==> src/rtl/gpcg_pkg.sv <==
// Shared types and constants for the grid point coordinate generator.
// No dependencies; imported by the divider, multiplier and top level.
`default_nettype none

package gpcg_pkg;

  localparam int FIELD_W   = 32;
  localparam int DVD_W     = 64;
  localparam int DIV_CNT_W = 7;
  localparam int MUL_CNT_W = 6;

  localparam logic [MUL_CNT_W-1:0] MUL_STEPS = MUL_CNT_W'(FIELD_W);

  // Launch request for the serial divider
  typedef struct packed {
    logic                 go;
    logic [DIV_CNT_W-1:0] steps;
  } div_cmd_t;

  typedef enum logic [4:0] {
    S_IDLE = 5'b00001,
    S_DIV1 = 5'b00010,
    S_MUL  = 5'b00100,
    S_DIV2 = 5'b01000,
    S_FIN  = 5'b10000
  } gpcg_state_t;

endpackage

`default_nettype wire

==> src/rtl/grid_point_coordinate_generator_unit.sv <==
// Grid point coordinate generator: mixed radix digit, carry and Q16.16 coordinate.
// One beat at a time: a new beat is accepted only after the last result is loaded
// into the output register, and that load waits while the result side stalls. Each
// beat runs the bit-serial divider twice (INDEX_WIDTH + 1 and 32 steps) around a
// 32-step serial multiplier; a zero step count goes straight to the result.
// Reset: synchronous active low; clears control, running carry, starts a new point.
`default_nettype none

module grid_point_coordinate_generator_unit #(
  parameter int INDEX_WIDTH = 32,
  parameter int COORD_WIDTH = 32
) (
  input  wire logic        clk,
  input  wire logic        rst_n,
  input  wire logic        in_valid,
  output logic             in_ready,
  input  wire logic [31:0] in_point_offset,
  input  wire logic [31:0] in_start_digit,
  input  wire logic [31:0] in_step_count,
  input  wire logic signed [31:0] in_lower_bound,
  input  wire logic signed [31:0] in_upper_bound,
  input  wire logic        in_last_dimension,
  output logic             out_valid,
  input  wire logic        out_ready,
  output logic [31:0]      out_grid_index,
  output logic signed [31:0] out_coordinate,
  output logic [31:0]      out_carry_out,
  output logic             out_ends_point
);
  import gpcg_pkg::*;

  localparam int SUM_W     = INDEX_WIDTH + 1;
  localparam int SUM_SHIFT = DVD_W - SUM_W;
  localparam logic [63:0] IDX_MASK = (64'd1 << INDEX_WIDTH) - 64'd1;
  localparam logic [64:0] CO_HI = (65'd1 << (COORD_WIDTH - 1)) - 65'd1;
  localparam logic [64:0] CO_LO = ~CO_HI;

  gpcg_state_t state_r, state_nxt;

  logic [INDEX_WIDTH-1:0] run_carry_r, run_carry_nxt;
  logic                   at_first_r, at_first_nxt;

  logic [SUM_W-1:0]       sum_r;
  logic [FIELD_W-1:0]     count_r;
  logic [FIELD_W-1:0]     span_r;
  logic signed [FIELD_W-1:0] lower_r;
  logic                   last_r;
  logic [FIELD_W-1:0]     index_r;
  logic [INDEX_WIDTH-1:0] carry_r;
  logic [FIELD_W-1:0]     q_r;

  logic                   div_go_r, div_go_nxt;
  logic                   mul_go_r, mul_go_nxt;

  logic                   out_valid_r;
  logic [FIELD_W-1:0]     out_index_r;
  logic [FIELD_W-1:0]     out_coord_r;
  logic [FIELD_W-1:0]     out_carry_r;
  logic                   out_end_r;

  logic                   in_fire;
  logic                   out_load;
  logic [63:0]            off_ext;
  logic [63:0]            start_ext;
  logic [INDEX_WIDTH-1:0] carry_in;
  logic [SUM_W-1:0]       sum_in;
  logic signed [FIELD_W:0] diff_lu;
  logic signed [FIELD_W:0] diff_ul;
  logic [FIELD_W-1:0]     span_in;

  div_cmd_t               div_cmd;
  logic [FIELD_W-1:0]     div_rem_init;
  logic [DVD_W-1:0]       div_dvd_init;
  logic                   div_done;
  logic [DVD_W-1:0]       div_quo;
  logic [FIELD_W-1:0]     div_rem;
  logic                   mul_done;
  logic [2*FIELD_W-1:0]   mul_prod;

  logic signed [FIELD_W+1:0] coord_raw;
  logic signed [64:0]     coord_ext;
  logic [64:0]            coord_sat;

  assign in_ready  = (state_r == S_IDLE);
  assign in_fire   = in_valid && in_ready;
  assign out_load  = (state_r == S_FIN) && (!out_valid_r || out_ready);

  // Operand capture
  always_comb begin
    off_ext   = {32'd0, in_point_offset} & IDX_MASK;
    start_ext = {32'd0, in_start_digit} & IDX_MASK;
    carry_in  = at_first_r ? off_ext[INDEX_WIDTH-1:0] : run_carry_r;
    sum_in    = SUM_W'(start_ext[INDEX_WIDTH-1:0]) + SUM_W'(carry_in);
    diff_lu   = {in_lower_bound[31], in_lower_bound} - {in_upper_bound[31], in_upper_bound};
    diff_ul   = {in_upper_bound[31], in_upper_bound} - {in_lower_bound[31], in_lower_bound};
    span_in   = diff_lu[FIELD_W] ? diff_ul[FIELD_W-1:0] : diff_lu[FIELD_W-1:0];
  end

  // Divider operand select: the digit split first, then the scaling
  always_comb begin
    div_cmd.go = div_go_r;
    if (state_r == S_DIV1) begin
      div_cmd.steps = DIV_CNT_W'(SUM_W);
      div_rem_init  = '0;
      div_dvd_init  = DVD_W'(sum_r) << SUM_SHIFT;
    end else begin
      div_cmd.steps = DIV_CNT_W'(FIELD_W);
      div_rem_init  = mul_prod[2*FIELD_W-1:FIELD_W];
      div_dvd_init  = {mul_prod[FIELD_W-1:0], {FIELD_W{1'b0}}};
    end
  end

  gpcg_div u_div (
    .clk      (clk),
    .rst_n    (rst_n),
    .cmd      (div_cmd),
    .rem_init (div_rem_init),
    .dvd_init (div_dvd_init),
    .den      (count_r),
    .done     (div_done),
    .quo      (div_quo),
    .rem      (div_rem)
  );

  gpcg_mul u_mul (
    .clk    (clk),
    .rst_n  (rst_n),
    .go     (mul_go_r),
    .mcand  (span_r),
    .mplier (index_r),
    .done   (mul_done),
    .prod   (mul_prod)
  );

  // Offset and saturation
  always_comb begin
    coord_raw = {lower_r[FIELD_W-1], lower_r[FIELD_W-1], lower_r} + {2'b00, q_r};
    coord_ext = 65'(coord_raw);
    if (coord_ext > $signed(CO_HI)) begin
      coord_sat = CO_HI;
    end else if (coord_ext < $signed(CO_LO)) begin
      coord_sat = CO_LO;
    end else begin
      coord_sat = coord_ext;
    end
  end

  always_comb begin
    state_nxt     = state_r;
    div_go_nxt    = 1'b0;
    mul_go_nxt    = 1'b0;
    run_carry_nxt = run_carry_r;
    at_first_nxt  = at_first_r;
    case (state_r)
      S_IDLE: begin
        if (in_fire) begin
          if (in_step_count == '0) begin
            state_nxt = S_FIN;
          end else begin
            state_nxt  = S_DIV1;
            div_go_nxt = 1'b1;
          end
        end
      end
      S_DIV1: begin
        if (div_done) begin
          state_nxt  = S_MUL;
          mul_go_nxt = 1'b1;
        end
      end
      S_MUL: begin
        if (mul_done) begin
          state_nxt  = S_DIV2;
          div_go_nxt = 1'b1;
        end
      end
      S_DIV2: begin
        if (div_done) begin
          state_nxt = S_FIN;
        end
      end
      S_FIN: begin
        if (out_load) begin
          state_nxt     = S_IDLE;
          run_carry_nxt = last_r ? '0 : carry_r;
          at_first_nxt  = last_r;
        end
      end
      default: begin
        state_nxt = S_IDLE;
      end
    endcase
  end

  always_ff @(posedge clk) begin
    if (!rst_n) begin
      state_r     <= S_IDLE;
      div_go_r    <= 1'b0;
      mul_go_r    <= 1'b0;
      run_carry_r <= '0;
      at_first_r  <= 1'b1;
      out_valid_r <= 1'b0;
    end else begin
      state_r     <= state_nxt;
      div_go_r    <= div_go_nxt;
      mul_go_r    <= mul_go_nxt;
      run_carry_r <= run_carry_nxt;
      at_first_r  <= at_first_nxt;
      if (out_load) begin
        out_valid_r <= 1'b1;
      end else if (out_ready) begin
        out_valid_r <= 1'b0;
      end
    end
  end

  // Datapath registers
  always_ff @(posedge clk) begin
    if (in_fire) begin
      sum_r   <= sum_in;
      count_r <= in_step_count;
      span_r  <= span_in;
      lower_r <= in_lower_bound;
      last_r  <= in_last_dimension;
      // zero radix: index 0, low INDEX_WIDTH bits of the sum carry on, no offset
      index_r <= '0;
      carry_r <= sum_in[INDEX_WIDTH-1:0];
      q_r     <= '0;
    end
    if (state_r == S_DIV1 && div_done) begin
      index_r <= div_rem;
      carry_r <= div_quo[INDEX_WIDTH-1:0];
    end
    if (state_r == S_DIV2 && div_done) begin
      q_r <= div_quo[FIELD_W-1:0];
    end
    if (out_load) begin
      out_index_r <= index_r;
      out_coord_r <= coord_sat[FIELD_W-1:0];
      out_carry_r <= FIELD_W'(carry_r);
      out_end_r   <= last_r;
    end
  end

  assign out_valid      = out_valid_r;
  assign out_grid_index = out_index_r;
  assign out_coordinate = out_coord_r;
  assign out_carry_out  = out_carry_r;
  assign out_ends_point = out_end_r;

endmodule

`default_nettype wire

==> src/rtl/gpcg_div.sv <==
// Bit-serial restoring divider: one quotient bit per cycle.
// Depends on gpcg_pkg for widths and the launch command type.
`default_nettype none

module gpcg_div (
  input  wire logic                          clk,
  input  wire logic                          rst_n,
  input  wire gpcg_pkg::div_cmd_t            cmd,
  input  wire logic [gpcg_pkg::FIELD_W-1:0]  rem_init,
  input  wire logic [gpcg_pkg::DVD_W-1:0]    dvd_init,
  input  wire logic [gpcg_pkg::FIELD_W-1:0]  den,
  output logic                               done,
  output logic [gpcg_pkg::DVD_W-1:0]         quo,
  output logic [gpcg_pkg::FIELD_W-1:0]       rem
);
  import gpcg_pkg::*;

  logic                 busy_r, busy_nxt;
  logic                 done_r, done_nxt;
  logic [DIV_CNT_W-1:0] cnt_r, cnt_nxt;
  logic [FIELD_W-1:0]   rem_r, rem_nxt;
  logic [DVD_W-1:0]     dvd_r, dvd_nxt;
  logic [FIELD_W:0]     trial;
  logic [FIELD_W+1:0]   diff;

  always_comb begin
    trial = {rem_r, dvd_r[DVD_W-1]};
    diff  = {1'b0, trial} - {2'b00, den};
  end

  always_comb begin
    busy_nxt = busy_r;
    done_nxt = 1'b0;
    cnt_nxt  = cnt_r;
    rem_nxt  = rem_r;
    dvd_nxt  = dvd_r;
    if (cmd.go) begin
      busy_nxt = 1'b1;
      cnt_nxt  = cmd.steps;
      rem_nxt  = rem_init;
      dvd_nxt  = dvd_init;
    end else if (busy_r) begin
      // borrow clear: subtract and set the quotient bit
      if (!diff[FIELD_W+1]) begin
        rem_nxt = diff[FIELD_W-1:0];
        dvd_nxt = {dvd_r[DVD_W-2:0], 1'b1};
      end else begin
        rem_nxt = trial[FIELD_W-1:0];
        dvd_nxt = {dvd_r[DVD_W-2:0], 1'b0};
      end
      cnt_nxt = cnt_r - DIV_CNT_W'(1);
      if (cnt_r == DIV_CNT_W'(1)) begin
        busy_nxt = 1'b0;
        done_nxt = 1'b1;
      end
    end
  end

  always_ff @(posedge clk) begin
    if (!rst_n) begin
      busy_r <= 1'b0;
      done_r <= 1'b0;
      cnt_r  <= '0;
    end else begin
      busy_r <= busy_nxt;
      done_r <= done_nxt;
      cnt_r  <= cnt_nxt;
    end
    rem_r <= rem_nxt;
    dvd_r <= dvd_nxt;
  end

  assign done = done_r;
  assign quo  = dvd_r;
  assign rem  = rem_r;

endmodule

`default_nettype wire

==> src/rtl/gpcg_mul.sv <==
// Bit-serial shift-add multiplier, 32 x 32 to 64 bits, one bit per cycle.
// Depends on gpcg_pkg for widths and the step count.
`default_nettype none

module gpcg_mul (
  input  wire logic                          clk,
  input  wire logic                          rst_n,
  input  wire logic                          go,
  input  wire logic [gpcg_pkg::FIELD_W-1:0]  mcand,
  input  wire logic [gpcg_pkg::FIELD_W-1:0]  mplier,
  output logic                               done,
  output logic [2*gpcg_pkg::FIELD_W-1:0]     prod
);
  import gpcg_pkg::*;

  logic                 busy_r, busy_nxt;
  logic                 done_r, done_nxt;
  logic [MUL_CNT_W-1:0] cnt_r, cnt_nxt;
  logic [FIELD_W-1:0]   mcand_r, mcand_nxt;
  logic [FIELD_W-1:0]   hi_r, hi_nxt;
  logic [FIELD_W-1:0]   lo_r, lo_nxt;
  logic [FIELD_W:0]     psum;

  always_comb begin
    psum = {1'b0, hi_r} + (lo_r[0] ? {1'b0, mcand_r} : '0);
  end

  always_comb begin
    busy_nxt  = busy_r;
    done_nxt  = 1'b0;
    cnt_nxt   = cnt_r;
    mcand_nxt = mcand_r;
    hi_nxt    = hi_r;
    lo_nxt    = lo_r;
    if (go) begin
      busy_nxt  = 1'b1;
      cnt_nxt   = MUL_STEPS;
      mcand_nxt = mcand;
      hi_nxt    = '0;
      lo_nxt    = mplier;
    end else if (busy_r) begin
      // add on the low multiplier bit, then shift the pair right
      hi_nxt  = psum[FIELD_W:1];
      lo_nxt  = {psum[0], lo_r[FIELD_W-1:1]};
      cnt_nxt = cnt_r - MUL_CNT_W'(1);
      if (cnt_r == MUL_CNT_W'(1)) begin
        busy_nxt = 1'b0;
        done_nxt = 1'b1;
      end
    end
  end

  always_ff @(posedge clk) begin
    if (!rst_n) begin
      busy_r <= 1'b0;
      done_r <= 1'b0;
      cnt_r  <= '0;
    end else begin
      busy_r <= busy_nxt;
      done_r <= done_nxt;
      cnt_r  <= cnt_nxt;
    end
    mcand_r <= mcand_nxt;
    hi_r    <= hi_nxt;
    lo_r    <= lo_nxt;
  end

  assign done = done_r;
  assign prod = {hi_r, lo_r};

endmodule

`default_nettype wire

==> config.mk <==
export PLATFORM = sky130hd
export DESIGN_NAME = grid_point_coordinate_generator_unit
export DESIGN_NICKNAME = d
export VERILOG_FILES = /design/src/rtl/gpcg_pkg.sv /design/src/rtl/grid_point_coordinate_generator_unit.sv /design/src/rtl/gpcg_div.sv /design/src/rtl/gpcg_mul.sv
export SDC_FILE = /design/constraint.sdc
export NUM_CORES = 1
export LEC_CHECK = 0
export ABC_AREA = 1
export ABC_CLOCK_PERIOD_IN_PS = 14100
export BUFFER_PORTS_ARGS = -buffer_cell sky130_fd_sc_hd__buf_4
export CAP_MARGIN = 0
export CORE_ASPECT_RATIO = 0.8
export CORE_MARGIN = 8
export CORE_UTILIZATION = 25
export CTS_CLUSTER_DIAMETER = 100
export DETAILED_ROUTE_END_ITERATION = 7
export PLACE_DENSITY = 0.46
export SLEW_MARGIN = 25
export SYNTH_ARGS = -nofsm -noshare
export SYNTH_HDL_FRONTEND = slang
export SYNTH_SLANG_ARGS = --single-unit
==> constraint.sdc <==
create_clock -name clk -period 14.1 [get_ports clk]
set_input_delay 0.705 -clock clk [delete_from_list [all_inputs] [get_ports clk]]
set_output_delay 0.705 -clock clk [all_outputs]
set_load 0.01 [all_outputs]
## Yosys cells after proc, flatten, opt, wreduce, memory -nomap -nowiden

Cells that the tools add are included.
Widths: inputs -> output; s select.

| storage, ports and cells | value |
|---|---|
| flip-flop bits (word level) | 573 |
| bits of input ports | 165 |
| output and inout bits | 99 |
| logic and storage cells | 120 |

| operators by class | value |
|---|---|
| add/sub/neg operators | 8 |
| magnitude comparators | 2 |
| equal/unequal tests | 12 |
| mux-type cells | 47 |
| bitwise logic cells | 3 |
| reduce and logical (&&, ||, !) cells | 18 |

Operator list:

| cell | count |
|---|---|
| $mux 32 | 16 |
| $mux 64 | 3 |
| $add 32x33->34 | 1 |
| $gt 34x32->1 const B | 1 |
| $lt 34x32->1 const B | 1 |
| $sub 33x32->34 | 1 |
| $add 32x32->33 | 1 |
| $add 32x33->33 | 1 |
| $sub 32x32->33 | 1 |
| $logic_not 32->1 | 1 |
| $sub 32x32->32 | 1 |
| $mux 5 | 6 |
| $pmux 5 s5 | 1 |
| $mux 1 | 16 |
| $mux 7 | 2 |
| $mux 6 | 2 |
| $reduce_bool 2->1 | 5 |
| $ne 2x1->1 const B | 4 |
| $eq 7x1->1 const B | 1 |
| $sub 7x1->7 const B | 1 |
| $eq 6x1->1 const B | 1 |
| $reduce_or 3->1 | 2 |
| $sub 6x1->6 const B | 1 |
| $eq 5x1->1 const B | 1 |
| other kinds (13) | 19 |

## Longest topological paths before layout

| depth | value |
|---|---|
| word-level depth | 5 |
| depth in mapped cells | 20 |

## Modules after synthesis

A second synthesis with hierarchy kept.

| unflattened totals | value |
|---|---|
| cells, all modules | 4678 |
| area, all modules | 36075.8 um^2 |

Modules (own cells, without submodules):

| module | times used | cells each | area each (um^2) | seq. area each (um^2) |
|---|---|---|---|---|
| grid_point_coordinate_generator_unit | 1 | 2649 | 21933.5 | 10520.1 |
| gpcg_div | 1 | 1111 | 7679.9 | 3062.9 |
| gpcg_mul | 1 | 918 | 6462.4 | 2722.6 |

## Worst setup path before layout

OpenSTA, ideal clock, no wires.

| timing | value |
|---|---|
| path type | input -> register |
| start point | input out_ready |
| end point | register run_carry_r[10] |
| library setup time | 0.065 ns |
| arrival | 6.350 ns |
| setup slack | 7.685 ns |
| cell stages on the path | 7 |
| buffers on the path | 1 |
| path through | nor2_1 nor2_1 inv_1 nor2_2 buf_2 a22oi_1 nor2_1 |

| on the way | value |
|---|---|
| word-level cells in the longest chain between the ends | 3 |

Ends and longest elaborated chain:

| item | RTL line | text |
|---|---|---|
| start: declaration | grid_point_coordinate_generator_unit.sv:24 | `input wire logic out_ready,` |
| $logic_or 1x1->1 | grid_point_coordinate_generator_unit.sv:86 | `assign out_load = (state_r == S_FIN) && (!out_valid_r \|\| out_ready);` |
| $logic_and 1x1->1 | grid_point_coordinate_generator_unit.sv:86 |  |
| via out_load | grid_point_coordinate_generator_unit.sv:62 | `logic out_load;` |
| $reduce_and 2->1 (no source line) | n/a |  |
| end signal: assignment | grid_point_coordinate_generator_unit.sv:207 | `run_carry_r <= run_carry_nxt;` |
| end: declaration | grid_point_coordinate_generator_unit.sv:40 | `logic [INDEX_WIDTH-1:0] run_carry_r, run_carry_nxt;` |

The timed path passes the listed nets, and every way through them passes these cells.
A chain may end at the register's enable or synchronous reset.

## Worst setup path in the final report

| timing | value |
|---|---|
| start point | register state_r[3] |
| end point | register carry_r[6], enable pin |

| on the way | value |
|---|---|
| word-level cells in the longest chain between the ends | 3 |
| elaborated cells on any way between the ends | 5 |
| classes of those cells | 2 x eq/ne; 3 x reduce/logical |

Ends and longest elaborated chain:

| item | RTL line | text |
|---|---|---|
| start: declaration | grid_point_coordinate_generator_unit.sv:38 | `gpcg_state_t state_r, state_nxt;` |
| start signal: assignment | grid_point_coordinate_generator_unit.sv:204 | `state_r <= state_nxt;` |
| $eq 5x1->1 or $eq 5x2->1 (tied branches) | grid_point_coordinate_generator_unit.sv:84, grid_point_coordinate_generator_unit.sv:230 |  |
| $logic_and 1x1->1 (on tied branches) | grid_point_coordinate_generator_unit.sv:85, grid_point_coordinate_generator_unit.sv:230 |  |
| $reduce_bool 2->1 (no source line) (*) | n/a |  |
| end signal: assignment | grid_point_coordinate_generator_unit.sv:227 | `carry_r <= sum_in[INDEX_WIDTH-1:0];` |
| end signal: assignment | grid_point_coordinate_generator_unit.sv:232 | `carry_r <= div_quo[INDEX_WIDTH-1:0];` |
| end: declaration | grid_point_coordinate_generator_unit.sv:49 | `logic [INDEX_WIDTH-1:0] carry_r;` |

Every way passes the cells marked *; elsewhere a longest branch is shown, timed or not.

==> summary.md <==
Yosys mapped the design onto 56 distinct sky130hd cell types. Of all nets on the critical path, the largest fanout is 64. Total number of vias: 28900. Startpoint of the lowest-slack hold path: in_step_count[13].

Most used flip-flop cell after synthesis: sky130_fd_sc_hd__edfxtp_1. In this run, post-CTS repair resized a total of 0 instances. Synthesis handed over a netlist of 4275 instances.

For the number of global-route vias before repair, the log shows 27700. The tools report the endpoint kind of the worst setup timing path as a flip-flop. The transition time of the tightest slew-check pin works out to 1.01 ns. The area of the die is 151000 sq um, and the final-report max-slew violation count is 0. For hold timing, the worst endpoint is count_r[13]$_DFFE_PP_.

Clock tree synthesis selected as its root buffer the cell sky130_fd_sc_hd__clkbuf_16. For the largest net degree at the start of global routing, the log shows 87. After the first detailed-routing iteration, the DRC count stood at 2270.

Signal arrival time at the worst endpoint: 3.60 ns. In this run the remaining antenna-violating nets after routing total 0. Global routing finished with a remaining overflow of 0.

In this run the static leakage power is 18.5 nW. Measured against its own limit, the worst slew margin works out to 32.4%. Data on the critical path is required at its endpoint by 14.38 ns. The post-CTS clock slew at the launch and capture registers of the worst setup and hold paths was 0.07 ns.

The tools report the number of levels the H-tree was split into as 3. The number of vias per cell after detailed routing was 4.50; the aggregate negative setup slack was 0 ns. The mean instance size in the synthesized netlist was 8.12 sq um; the final-stage net count was 4877.

The first-pass GRT wire length was 180000 um; the total global-route track usage was 15.6%. For this configuration, the core starts out at a cell density of 25.1%. Ranked by total cell area, the synthesized netlist is headed by sky130_fd_sc_hd__edfxtp_1 42%, sky130_fd_sc_hd__nand2_1 12%, sky130_fd_sc_hd__ha_1 7.1%. The worst hold path belongs to the class input pin to flip-flop. After synthesis, the share of flip-flops with an asynchronous set or reset is 0%. The longest clock path from root to sink contains 3 buffers. The run gives 98300 um as the final HPWL from detailed placement. The total of warnings raised by yosys came out at 0.

The signed area change from the synthesized netlist to the final layout was 17.9%. Counting every net in the synthesized netlist gives 4642. In this run the core area contains 122 standard-cell rows.

The finished layout holds 6425 standard cells, fillers aside. The instance count after placement with tap cells included was 6300. The die is 349 um tall.

The max-capacitance violation count came out at 0. After detailed routing, the average wire length per cell comes to 19.1 um. The sequential fraction of the synthesis area was 47.0%; the number of enable-type register cells in the synthesized netlist was 483. Of the cells placed in the final design, the portion with a size suffix greater than 1 is 10.7%. Reg-to-reg critical path endpoint: carry_r[6]$_DFFE_PP_. Number of port buffers: 263. The flow ran to the end, and the final reports show no timing, DRC or antenna violations. Counting flops and latches in the post-synthesis netlist gives 573. The later pin in the worst-skew pair is clocked with a latency of 0.66 ns. For the final count of negative-setup-slack endpoints, the log shows 0. Critical register-to-register path startpoint: state_r[3]$_SDFFE_PN0P_.

Setup repair after global routing left no endpoint under its margin. For this design the ratio of total power to cell area is 128 nW/um^2. IR analysis of the VDD net gives a maximum drop of 0.0718 mV. The number of instances on the worst hold path is 1, and the remaining routing DRC violations is 0.

In this run the register-to-register setup slack is 10.78 ns. The initial antenna violation count came out at 3. The number of setup buffers added after CTS is 0, and the overall die width is 433 um. Of all cell types, the one taking the most synthesized area is sky130_fd_sc_hd__edfxtp_1. In this run, CTS created clock tree buffers numbering 68. The number of hold-slack violations in the final timing report is 0. Summed over all layers, the routed wires come to 123000 um. After synthesis, the most frequently instantiated cells are 1137 x sky130_fd_sc_hd__nand2_1, 637 x sky130_fd_sc_hd__inv_1, 483 x sky130_fd_sc_hd__edfxtp_1. The worst path uses 23.5% of the clock period. The clock period could shrink to 3.32 ns.

Type of the setup path with the least slack: flip-flop to flip-flop. Hold repair after CTS inserted 0 buffers. The detailed-routing iteration count for the pre-antenna-repair pass was 6; the area inside the core boundary was 138000 sq um. The worst setup path is launched from a flip-flop.

The proportion of netlist area held by the largest area contributor was 41.8%. The most common cell in the synthesized netlist is sky130_fd_sc_hd__nand2_1. TritonCTS built the clock tree.

After filler insertion, the fill cell instance count of the layout stands at 14800. Clock tree synthesis found a total of 573 sinks. Clock skew on the completed layout was measured at 0.0290 ns. The logs give 34700 sq um for the area of the mapped netlist and 0.928 for the final weighted congestion of routability-driven global placement. In this run the count of I/O pins placed on the die edge is 264. Counting cells, the worst reg-to-reg path comes to 8. For the maximum clock frequency, the log shows 302 MHz.
==> critical path, stage by stage (launching register included) <==
cell and delay (ns):
sky130_fd_sc_hd__dfxtp_1 0.33, sky130_fd_sc_hd__nor2_2 0.20, sky130_fd_sc_hd__nand2_1 0.06, sky130_fd_sc_hd__or3_2 0.40
sky130_fd_sc_hd__buf_4 0.35, sky130_fd_sc_hd__nor2_4 0.35, sky130_fd_sc_hd__inv_2 0.07, sky130_fd_sc_hd__nand2_2 0.61
sky130_fd_sc_hd__buf_4 0.56
==> report_power, final <==
part / internal [mW] / switching, mW
Sequential: 2.04 / 0.102
Combinational: 0.397 / 0.854
Clock: 1.06 / 0.784
==> placed cells by master (no fill, tap or decap), types with 8 or more instances in the layout <==
cell	n
sky130_fd_sc_hd__nand2_1	1135
sky130_fd_sc_hd__inv_1	635
sky130_fd_sc_hd__edfxtp_1	483
sky130_fd_sc_hd__nor2_1	440
sky130_fd_sc_hd__a21oi_1	288
sky130_fd_sc_hd__buf_4	285
sky130_fd_sc_hd__nand3_1	234
sky130_fd_sc_hd__ha_1	196
sky130_fd_sc_hd__o21ai_0	190
sky130_fd_sc_hd__dfxtp_1	88
sky130_fd_sc_hd__xor2_1	84
sky130_fd_sc_hd__clkbuf_16	69
sky130_fd_sc_hd__nand4_1	52
sky130_fd_sc_hd__a22oi_1	32
sky130_fd_sc_hd__mux2_2	31
sky130_fd_sc_hd__nor3_1	31
sky130_fd_sc_hd__o21bai_1	26
sky130_fd_sc_hd__nand2_2	21
sky130_fd_sc_hd__xnor2_1	19
sky130_fd_sc_hd__o21ai_1	19
sky130_fd_sc_hd__and2_1	17
sky130_fd_sc_hd__nor4_1	16
sky130_fd_sc_hd__a21o_1	16
sky130_fd_sc_hd__inv_6	11
sky130_fd_sc_hd__clkinv_2	11
sky130_fd_sc_hd__a31oi_1	9
sky130_fd_sc_hd__nor2_2	8
sky130_fd_sc_hd__inv_2	8
sky130_fd_sc_hd__or2_2	8
sky130_fd_sc_hd__o21a_1	8
sky130_fd_sc_hd__clkinv_1	8
sky130_fd_sc_hd__clkbuf_1	8
==> logic make-up (layout without fill, tap and decap cells) <==
group	Yosys count	in the layout	synth area share [%]
AND/OR/NAND/NOR	1990	1990	23.7
buffers and inverters	766	1055	8.66
AO/OA/AOI/OAI	610	610	9.63
flip-flops	573	573	47.0
adder cells (fa/ha/maj)	202	202	7.41
XOR/XNOR	103	103	2.60
multiplexers	31	31	1.01
other	0	1	0
==> how the worst max path moves through the flow <==
stage	from	endpoint	slack, ns
global route	state_r[3]$_SDFFE_PN0P_	carry_r[15]$_DFFE_PP_	10.50
detailed placement	in_lower_bound[0]	span_r[9]$_DFFE_PP_	10.46
finish	state_r[3]$_SDFFE_PN0P_	carry_r[6]$_DFFE_PP_	10.78
floorplan	out_ready	run_carry_r[10]$_SDFFE_PN0P_	7.68
CTS	count_r[16]$_DFFE_PP_	u_div.rem[1]$_DFFE_PP_	10.53
global placement	in_lower_bound[0]	span_r[16]$_DFFE_PP_	10.51
==> final cells by class <==
type / count / area [sq um] / area share (%)
Timing Repair Buffer: 285 / 2140 / 5.23
Antenna cell: 1 / 2.50 / 0.00611
Multi-Input combinational cell: 2936 / 15400 / 37.7
Tap cell: 1860 / 2330 / 5.69
Inverter: 646 / 2430 / 5.94
Clock inverter: 43 / 477 / 1.16
Sequential cell: 573 / 16300 / 39.9
Clock buffer: 81 / 1810 / 4.43
==> registers in the layout (all words and copies together), names as in the netlist, 5 cells and up <==
| signal | flops |
|---|---|
| u_mul.lo_r | 32 |
| run_carry_r | 32 |
| span_r | 32 |
| u_div.rem | 32 |
| u_div.cnt_r | 7 |
| u_mul.cnt_r | 6 |
| q_r | 32 |
| out_grid_index | 32 |
| out_coordinate | 32 |
| sum_r | 33 |
| count_r | 32 |
| u_mul.mcand_r | 32 |
| out_carry_out | 32 |
| carry_r | 32 |
| state_r | 5 |
| u_mul.hi_r | 32 |
| index_r | 32 |
| u_div.quo | 64 |
| lower_r | 32 |
==> through the flow <==
step	util, %	total power [mW]	instance area, sq um	setup WS, ns	hold slack (ns)
3_5_place_dp	28.0	3.42	38600	10.46	0.406
6_report	29.6	5.24	40900	10.78	0.230
3_3_place_gp	28.0	3.42	38600	10.51	0.407
5_1_grt	29.6	5.52	40900	10.50	0.186
2_1_floorplan	-	2.98	34700	7.68	0.400
4_1_cts	29.6	5.29	40900	10.53	0.174
==> per-layer routing <==
metal / up-vias / routed length [um] / global-route usage [%]
li1: 14500 / - / -
met1: 13600 / 60000 / 22.6
met2: 736 / 52300 / 23.4
met3: 127 / 7760 / 3.82
met4: 0 / 2950 / 3.66
met5: - / 0 / 0
No activity file was read; power rests on OpenSTA's default activity.
